===== src/rtl/core/stpc_pkg.sv =====
package stpc_pkg;

	localparam int TABLE_DEPTH_DEF = 1024;

	localparam int KIND_W      = 2;
	localparam int OPERAND_W   = 31;
	localparam int THRESHOLD_W = 63;
	localparam int COUNT_W     = 11;
	localparam int PROD_W      = 2 * OPERAND_W;

	localparam int QUEUE_DEPTH = 2;

	localparam logic [KIND_W-1:0] KIND_CLEAR  = 2'd0;
	localparam logic [KIND_W-1:0] KIND_LOAD   = 2'd1;
	localparam logic [KIND_W-1:0] KIND_QUERY  = 2'd2;
	localparam logic [KIND_W-1:0] KIND_UNUSED = 2'd3;

	typedef struct packed {
		logic [KIND_W-1:0]    kind;
		logic [OPERAND_W-1:0] operand;
	} req_t;

endpackage


===== src/rtl/core/stpc_front.sv =====
module stpc_front (
	input  logic                              clk,
	input  logic                              arst_n,
	input  logic                              in_valid,
	output logic                              in_stall,
	input  logic [stpc_pkg::KIND_W-1:0]       kind,
	input  logic [stpc_pkg::OPERAND_W-1:0]    operand,
	output logic                              req_valid,
	output stpc_pkg::req_t                    req,
	input  logic                              req_pop
);
	import stpc_pkg::*;

	localparam int QPTR_W = (QUEUE_DEPTH > 1) ? $clog2(QUEUE_DEPTH) : 1;
	localparam int QCNT_W = $clog2(QUEUE_DEPTH + 1);

	req_t              queue_q [QUEUE_DEPTH];
	logic [QPTR_W-1:0] wr_ptr_q;
	logic [QPTR_W-1:0] rd_ptr_q;
	logic [QCNT_W-1:0] cnt_q;
	logic              keep;
	logic              push;
	logic              pop;

	always_comb begin
		keep = kind inside {KIND_CLEAR, KIND_LOAD, KIND_QUERY};
	end

	assign in_stall  = (cnt_q == QCNT_W'(QUEUE_DEPTH));
	assign push      = in_valid && !in_stall && keep;
	assign req_valid = (cnt_q != '0);
	assign pop       = req_pop && req_valid;
	assign req       = queue_q[rd_ptr_q];

	function automatic logic [QPTR_W-1:0] next_ptr(input logic [QPTR_W-1:0] p);
		logic [QPTR_W-1:0] r;
		if (p == QPTR_W'(QUEUE_DEPTH - 1)) begin
			r = '0;
		end else begin
			r = p + 1'b1;
		end
		return r;
	endfunction

	always_ff @(posedge clk) begin
		if (push) begin
			queue_q[wr_ptr_q] <= '{kind: kind, operand: operand};
		end
	end

	always_ff @(posedge clk or negedge arst_n) begin
		if (!arst_n) begin
			wr_ptr_q <= '0;
			rd_ptr_q <= '0;
			cnt_q    <= '0;
		end else begin
			if (push) begin
				wr_ptr_q <= next_ptr(wr_ptr_q);
			end
			if (pop) begin
				rd_ptr_q <= next_ptr(rd_ptr_q);
			end
			if (push && !pop) begin
				cnt_q <= cnt_q + 1'b1;
			end else if (pop && !push) begin
				cnt_q <= cnt_q - 1'b1;
			end
		end
	end

endmodule


===== config.mk =====
export PLATFORM = sky130hd
export DESIGN_NAME = stpc_front
export DESIGN_NICKNAME = d
export VERILOG_FILES = /design/src/rtl/core/stpc_pkg.sv /design/src/rtl/core/stpc_front.sv
export SDC_FILE = /design/constraint.sdc
export NUM_CORES = 1
export LEC_CHECK = 0
export BUFFER_PORTS_ARGS = -buffer_cell sky130_fd_sc_hd__buf_4
export CORE_MARGIN = 2
export CORE_UTILIZATION = 56
export DETAILED_ROUTE_END_ITERATION = 6
export GPL_TIMING_DRIVEN = 0
export HOLD_SLACK_MARGIN = 0.1
export PLACE_DENSITY = 0.85
export RECOVER_POWER = 25
export REMOVE_ABC_BUFFERS = 1
export SLEW_MARGIN = 0
export SYNTH_ARGS = -nofsm -noshare
export SYNTH_HDL_FRONTEND = slang
export SYNTH_SLANG_ARGS = --single-unit

===== constraint.sdc =====
create_clock -name clk -period 6.1 [get_ports clk]
set_input_delay 1.22 -clock clk [delete_from_list [all_inputs] [get_ports clk]]
set_output_delay 1.22 -clock clk [all_outputs]
set_load 0.03 [all_outputs]

==> metrics.txt <==
max incr delay on CP=approximately 0.7 ns; Worst Setup SP=rd_ptr_q; PwrDens=between 500 and 600 mW/mm2; Logic pwr share=~38%; Sw Pwr=between 0.0005 and 0.0006 W; max-slew violations=0; total negative slack=0 ns; crit share post-route=between 40% and 50%; critical path required time=between 4 and 5 ns; CTS resizes=0; CP delay by family, top=flip-flops; reg-to-reg startpoint=cnt_q[1]; pre-CTS setup slack=between 3 and 4 ns; H-tree Lvls=3; fmax=between 300 and 400 MHz; Hold Buf Count CTS=0; Setup violations, final=0; Final Hold Fails=0; slowest stage cell on the critical path=dfrtp_2; Crit path arrival time=1.80 ns; vias in the first global route=1374; cell area after synthesis=0.00275 mm2; initial core utilization=between 50% and 60%; largest net degree at the start of global routing=34; Max clock buf depth=2; CTS tree=built; Worst-Skew Late Latency=roughly 0.33 ns; total wire length=4360 um; FP Rows=25; # DRC=0; FF-to-FF End=queue_q[1][10]; Net Sw Frac=about a third; 1st-iter DRT viols=74; crit end category=output port; Max FO, Critical Path=19; Final Skew=around 0.0056 ns; syn avg cell area=22.4 um2; clock root buffer=clkbuf_8; status=finished, final reports clean; Max-Cap Viols=0; Yosys top cell by area=edfxtp_1; Leak=between 1 and 1.5 nW; post-synth top area share=slightly above 70%; fraction of layout cells with a size suffix above 1=about three fifths; RSZ-0062 raised after global routing=no; Layout Nets=between 200 and 250; routability cong.=0.698; Reg clk slew, reported paths=0.07 ns; core area=between 0.004 and 0.005 mm2; CTS Buf Count=9; global-route wire length before repair=approximately 6400 um; ANT nets after route=0; Die Ht=roughly 74 um; DIE AREA=0.00549 mm2; crit path time final=approximately 3.0 ns; Ys Warns=0; Startpoint Class=flip-flop; sequential share of the synthesized area=between 70% and 80%; Post-Synthesis Cells=between 100 and 150; Clock power frac=roughly a quarter; FF-to-FF setup slack=approximately 4.2 ns; Via Count=1348; routed len/inst=16.0 um; Netlist cell types=16; PnR worst setup slack=approximately 3 ns; ant diodes=0; Reg power frac=38.5%; P&R area growth vs syn=29.2%; Reg2Reg Depth=3; TritonCTS Sinks=70; Worst slew margin=36.9%; vias per inst=about 4.9; Die W=between 70 and 80 um; Synth area leaders=edfxtp_1, mux2_4, dfrtp_1; CP bufs+invs=2; initial antenna violation count=0; gr ovfl total=0; GRT Overall Usage=17.0%; crit path cell chain=buf_16, mux2_2, buf_4; I/O Pins=between 70 and 80; synthesis-stage register bit count=70; Pre-antenna DRT Iters=3; post-CTS setup buffers=0; worst setup path class=flip-flop to output port; Pint=approximately 0.0012 W; crit path capture=req[9]; worst-margin pin slew=around 0.94 ns; Hold Path Class=flip-flop to flip-flop; WP depth=3; VDD IR max=about 0.00035 V; PortBufs=71
[cells in the final DEF, fill, tap and decap left out]
| cell type | synthesis | final |
|---|---|---|
| edfxtp_1 | 66 | 66 |
| buf_4 | 0 | 49 |
| mux2_4 | 29 | 29 |
| clkbuf_4 | 0 | 19 |
| clkbuf_8 | 0 | 9 |
| mux2_2 | 4 | 4 |
| clkbuf_1 | 0 | 4 |
| xnor2_1 | 3 | 3 |
| bufinv_16 | 0 | 3 |
| dfrtp_1 | 4 | 3 |
| inv_1 | 2 | 2 |
| nor2_4 | 0 | 2 |
| xor2_1 | 2 | 2 |
| nor2b_2 | 1 | 1 |
| nand2_1 | 1 | 1 |
| nand3b_4 | 1 | 1 |
| or2_1 | 1 | 1 |
| nand2_2 | 1 | 1 |
| nor2_1 | 3 | 1 |
| ha_1 | 1 | 1 |
| clkinv_1 | 0 | 1 |
| clkinv_2 | 0 | 1 |
| buf_16 | 0 | 1 |
| dfrtp_2 | 0 | 1 |
[metal layers]
layer	vias to the layer above	part of all wire (%)	global-route usage [%]
met4	0	2.1	8.48
met3	11	6.7	6.91
met5	-	0	0
li1	629	-	-
met2	50	55	30.0
met1	658	36	17.2
[cells in the mapped netlist (all sizes together)]
| cell | n |
|---|---|
| buf | 4 |
| dfrtp | 4 |
| edfxtp | 66 |
| ha | 1 |
| inv | 2 |
| mux2 | 33 |
| nand2 | 2 |
| nand3b | 1 |
| nor2 | 3 |
| nor2b | 1 |
| or2 | 1 |
| xnor2 | 3 |
| xor2 | 2 |
[final cells by class]
cell class | count | area (um2)
Clock inverter | 5 | 98.8
Tap cell | 67 | 83.8
Timing Repair Buffer | 72 | 549
Multi-Input combinational cell | 47 | 608
Inverter | 2 | 7.51
Clock buffer | 10 | 128
Sequential cell | 70 | 2080
Fill cell | 288 | 1160
[worst min path at each step]
stage                     startpoint  endpoint  slack [ns]  cells after the start
after floorplan             cnt_q[1]  cnt_q[1]        0.45                      1
after global placement      cnt_q[1]  cnt_q[1]        0.46                      1
after detailed placement    cnt_q[1]  cnt_q[1]        0.50                      1
after CTS                   cnt_q[1]  cnt_q[1]        0.52                      1
after global routing        cnt_q[1]  cnt_q[1]        0.57                      1
final                       cnt_q[1]  cnt_q[1]        0.52                      1
[power groups by stage]
stage	logic (W)	clock network, W	registers [W]
floorplan	0.000457	0	0.000712
global placement	0.000643	0	0.000729
detailed placement	0.000699	0	0.000707
CTS	0.000699	0.000434	0.000698
global route	0.000723	0.000451	0.000707
finish	0.000688	0.000425	0.000695
[sequential cells by signal, summed over array words and instances, names as in the netlist]
name	cells
queue_q	66
wr_ptr_q	1
rd_ptr_q	1
cnt_q	2
[kinds of logic (layout without fill, tap and decap cells)]
family,Yosys count,count (layout),share of synthesized area [%]
xor gates and xnor gates,5,5,1.59
DFF,70,70,75.6
and+or+nand+nor,8,8,2.04
buffers and inverters,6,89,2.86
muxes,33,33,17.4
adders and majority gates,1,1,0.454
[per-stage QoR]
step	power (W)	std cells	hold WS, ns	util (%)	cell area, um2
3_3_place_gp	0.00137	257	0.462	69.9	3300
3_5_place_dp	0.00141	258	0.500	70.8	3340
2_1_floorplan	0.00117	119	0.447	-	2680
4_1_cts	0.00183	273	0.515	75.6	3570
5_1_grt	0.00188	273	0.568	75.3	3560
6_report	0.00181	273	0.516	75.3	3560
[worst reg2reg max path: stages, from the launching register on]
cell and delay (ns):
dfrtp_1 0.41, nor2b_2 0.17, nand3b_4 0.20, nor2_4 0.73
No activity file was read; power rests on OpenSTA's default activity.
